## src/sv/plst_pkg.sv

```systemverilog
// Package for the positional list store: sizes, codes, cell control struct.
// Depends on nothing; every other file of the block imports it.
`default_nettype none

package plst_pkg;

  localparam int CAPACITY = 64;
  localparam int IDXW     = $clog2(CAPACITY);
  localparam int CNTW     = $clog2(CAPACITY + 1);
  localparam int CMPW     = (CNTW + 1 > 8) ? CNTW + 1 : 8;

  localparam int DATAW    = 32;
  localparam int OPW      = 2;
  localparam int POSW     = 7;
  localparam int STW      = 2;
  localparam int COUNTW   = 7;

  typedef enum logic [OPW-1:0] {
    OP_INSERT = 2'd0,
    OP_DELETE = 2'd1,
    OP_READ   = 2'd2
  } op_e;

  typedef enum logic [STW-1:0] {
    ST_OK    = 2'd0,
    ST_RANGE = 2'd1,
    ST_FULL  = 2'd2
  } status_e;

  typedef enum logic {
    S_IDLE = 1'b0,
    S_READ = 1'b1
  } state_e;

  // Broadcast to every cell of the chain.
  typedef struct packed {
    logic            ins_en;
    logic            del_en;
    logic [IDXW-1:0] at;
    logic [IDXW-1:0] rd_pos;
  } cell_ctrl_t;

  // Low bits of the element count as carried on the result channel.
  function automatic logic [COUNTW-1:0] to_count(input logic [CNTW-1:0] v);
    logic [CNTW+COUNTW-1:0] w;
    w = {{COUNTW{1'b0}}, v};
    return w[COUNTW-1:0];
  endfunction

endpackage

`default_nettype wire

```

## src/sv/plst_cell.sv

```systemverilog
// One storage cell of the list chain: holds one element and one read-chain stage.
// Depends on plst_pkg.
`default_nettype none

module plst_cell
  import plst_pkg::*;
(
  input  wire logic             clk_i,
  input  wire cell_ctrl_t       ctrl_i,
  input  wire logic [IDXW-1:0]  idx_i,
  input  wire logic [DATAW-1:0] new_value_i,
  input  wire logic [DATAW-1:0] lower_i,
  input  wire logic [DATAW-1:0] upper_i,
  input  wire logic [DATAW-1:0] rd_i,
  output logic      [DATAW-1:0] value_o,
  output logic      [DATAW-1:0] rd_o
);

  logic [DATAW-1:0] val_q, val_d;
  logic [DATAW-1:0] rd_q, rd_d;

  always_comb begin
    val_d = val_q;
    if (ctrl_i.ins_en) begin
      if (idx_i > ctrl_i.at) begin
        val_d = lower_i;
      end else if (idx_i == ctrl_i.at) begin
        val_d = new_value_i;
      end
    end else if (ctrl_i.del_en) begin
      if (idx_i >= ctrl_i.at) begin
        val_d = upper_i;
      end
    end
  end

  // Capture own element on a hit, else pass the upper neighbor's stage down.
  assign rd_d = (idx_i == ctrl_i.rd_pos) ? val_q : rd_i;

  always_ff @(posedge clk_i) begin
    val_q <= val_d;
    rd_q  <= rd_d;
  end

  assign value_o = val_q;
  assign rd_o    = rd_q;

endmodule

`default_nettype wire

```

## config.mk

```make
export PLATFORM = sky130hd
export DESIGN_NAME = plst_cell
export DESIGN_NICKNAME = d
export VERILOG_FILES = /design/src/sv/plst_pkg.sv /design/src/sv/plst_cell.sv
export SDC_FILE = /design/constraint.sdc
export NUM_CORES = 1
export LEC_CHECK = 0
export BUFFER_PORTS_ARGS = -buffer_cell sky130_fd_sc_hd__buf_2
export CAP_MARGIN = 20
export CORE_MARGIN = 3
export CORE_UTILIZATION = 41
export DETAILED_ROUTE_END_ITERATION = 10
export PLACE_DENSITY_LB_ADDON = 0.15
export SKIP_LAST_GASP = 1
export SYNTH_ARGS = -nofsm -noshare
export SYNTH_HDL_FRONTEND = slang
export SYNTH_SLANG_ARGS = --single-unit
```

## constraint.sdc

```tcl
create_clock -name clk_i -period 2.6 [get_ports clk_i]
set_input_delay 0.26 -clock clk_i [delete_from_list [all_inputs] [get_ports clk_i]]
set_output_delay 0.26 -clock clk_i [all_outputs]
set_load 0.03 [all_outputs]
```

==> run metrics <==
GRT Residual Overflow 0; Max Root-Sink Buffers 2; die width 90.5 um; CTS Root Buffer Type clkbuf_8; DPL Wire Length 6.50 mm; Tot GR Track Use 20.3%; Tcrit/Tclk final 76.8%; multiplexer area fraction after synthesis 12.3%; I/O pins 213; core area 0.00687 mm2; leakage 2.00 nW; antenna viol nets, final 0; Syn Inst Count 217; min-delay worst type in2reg; hold buffers post-CTS 0; Clock Sinks 64; Multi-input gate area 0.00124 mm2; Synth Area in XOR/XNOR 1.79%; Setup Fix Bufs, Post-CTS 0; antenna violations before repair 0; TritonCTS buffer count 9; internal power 2.03 mW; worst-skew pair later-pin latency 340 ps; layout cells sized above 1 68.3%; synth cell count leaders 32 x dfxtp_1, 32 x edfxtp_1, 31 x or2_2; Util after Layout 62.8%; # port buffers 212; dominant synthesized flop cell edfxtp_1; Synth cell types 32; Routed wire per std cell 15.5 um; compound-cell area share of the yosys netlist 15.5%; vias in the first global route 2650; CP Capture Type flop; Post-Route WL 8.28 mm; Crit Path Max Fanout 31; DRT iter0 DRCs 57; clock skew 6.59 ps; Placed Cells 518; Startpoint Class input port; Routability Congestion 0.785; Filler cells 593; Syn-to-layout area delta 47.3%; sequential share of power 43.4%; CTS clk-pin slew, worst paths 70 ps; worst rel slew slack 38.7%; Post-Syn Area 0.00293 mm2; Synth area leaders edfxtp_1 33%, dfxtp_1 22%, mux2_2 12%; drt first pass iters 4; post-synthesis simple-gate area fraction 9.48%; Final setup viols 0; WS Path Type in2reg; Combinational Power Share 24.5%; fraction of registers with async set/reset 0%; Tmin final 2000 ps; Final Max Tran Viols 0; first-pass GRT wire length 12.9 mm; row cnt 30; PwrDens 664 mW/mm2; Max Clk Rate 0.501 GHz; Placed Area 0.00410 mm2; Yosys reg bits 64; H-tree levels 3; Critical Path AT 2200 ps; Layout Nets 588; CTS tree built; peak supply drop 0.000325 V; total number of vias 2566; total die area 0.00820 mm2; number of antenna repair diodes 0; status completed; number of synthesized flops with an enable pin 32; Yosys top cell by area edfxtp_1; register area share after synthesis 54.7%; YS warnings 0; Initial Utilization 42.7%; Synth top area share 32.8%; Switch Pwr 0.839 mW; max cap viols 0; Via density 4.81; Non-Filler Instances 534; cell area after layout 0.00432 mm2; PnR Total Power 2.87 mW; Fin Setup TNS 0 ps; Die Ht 90.5 um; post-cts sizing count 0; clock share of power 32.2%; unrepaired setup endpoints after global routing false; syn_nets 372; worst-margin pin slew 920 ps; Net Sw Frac 29.3%; largest net degree at the start of global routing 32; CP Data Required Time 2800 ps; Adder-Cell Fraction of Synth Area 2.56%; Hold Fails Final Rpt 0; largest family of logic cells by synthesized area compound AO/OA/AOI/OAI gates; register area 0.00160 mm2; Avg Cell Area, Syn 13.5 um2; DRC 0
-- worst max-delay path, cell delays in order --
cell and delay [ps]:
buf_2 110, ha_1 320, nand4_2 160, o21bai_4 230, a31oi_4 770, o221a_1 340
-- power groups by stage --
stage | clock, mW | combinational, mW | sequential [mW]
5_1_grt | 1.00 | 0.749 | 1.26
2_1_floorplan | 0 | 0.207 | 1.50
3_5_place_dp | 0 | 0.707 | 1.27
4_1_cts | 0.951 | 0.708 | 1.24
3_3_place_gp | 0 | 0.696 | 1.26
6_report | 0.922 | 0.701 | 1.24
-- cell type report --
cell class	count	area share (%)
clock buffers	14	4.26
clock inverters	2	0.812
inverters	9	0.783
multi-input cells	132	28.8
flip-flops and latches	64	37.1
well taps	96	2.78
repair buffers	217	25.5
-- metal layers --
metal	wire length [um]	GRT usage, %	vias to the layer above	share of wire, %
met2	4300	35.9	132	52
met3	680	7.25	14	8.2
met1	3100	22.0	1160	37
met4	202	8.29	0	2.4
met5	0	0	-	0
li1	-	-	1260	-
-- kinds of logic (layout without fill, tap and decap cells) --
logic type | Yosys count | after routing
AO/OA/AOI/OAI | 44 | 44
buffers and inverters | 21 | 242
flip-flops | 64 | 64
AND/OR/NAND/NOR | 44 | 44
multiplexers | 32 | 32
XOR/XNOR | 6 | 6
adder cells (fa/ha/maj) | 6 | 6
-- registers in the layout (all words and copies together) (netlist names) --
register / flops
rd_o: 32
value_o: 32
-- cell usage in the layout (no fill, tap or decap), types with 2 or more instances in the layout --
| cell | count |
|---|---|
| a21oi_1 | 5 |
| buf_2 | 212 |
| buf_4 | 5 |
| clkbuf_1 | 2 |
| clkbuf_8 | 11 |
| dfxtp_1 | 32 |
| edfxtp_1 | 32 |
| ha_1 | 6 |
| inv_1 | 9 |
| mux2_1 | 2 |
| mux2_2 | 30 |
| nand2_1 | 2 |
| nand2b_1 | 2 |
| nor3_1 | 2 |
| o221a_1 | 30 |
| or2_2 | 31 |
| xnor2_1 | 4 |
| xor2_1 | 2 |
-- final timing paths --
| check | start | endpoint | slack, ps | cells past startpoint |
|---|---|---|---|---|
| setup reg to reg | value_o[31]$_DFFE_PP_ | rd_o[31]$_DFF_P_ | 1810 | 1 |
| setup / recovery | idx_i[5] | value_o[29]$_DFFE_PP_ | 600 | 6 |
| hold reg to reg | value_o[5]$_DFFE_PP_ | rd_o[5]$_DFF_P_ | 480 | 1 |
| hold / removal | rd_i[5] | rd_o[5]$_DFF_P_ | 130 | 2 |
-- through the flow --
stage | hold WS, ps | setup WS [ps]
3_3_place_gp | 465 | 297
6_report | 131 | 603
3_5_place_dp | 474 | 240
4_1_cts | 115 | 614
2_1_floorplan | 385 | 456
5_1_grt | 118 | 499
Power figures use the tool's default switching activity.
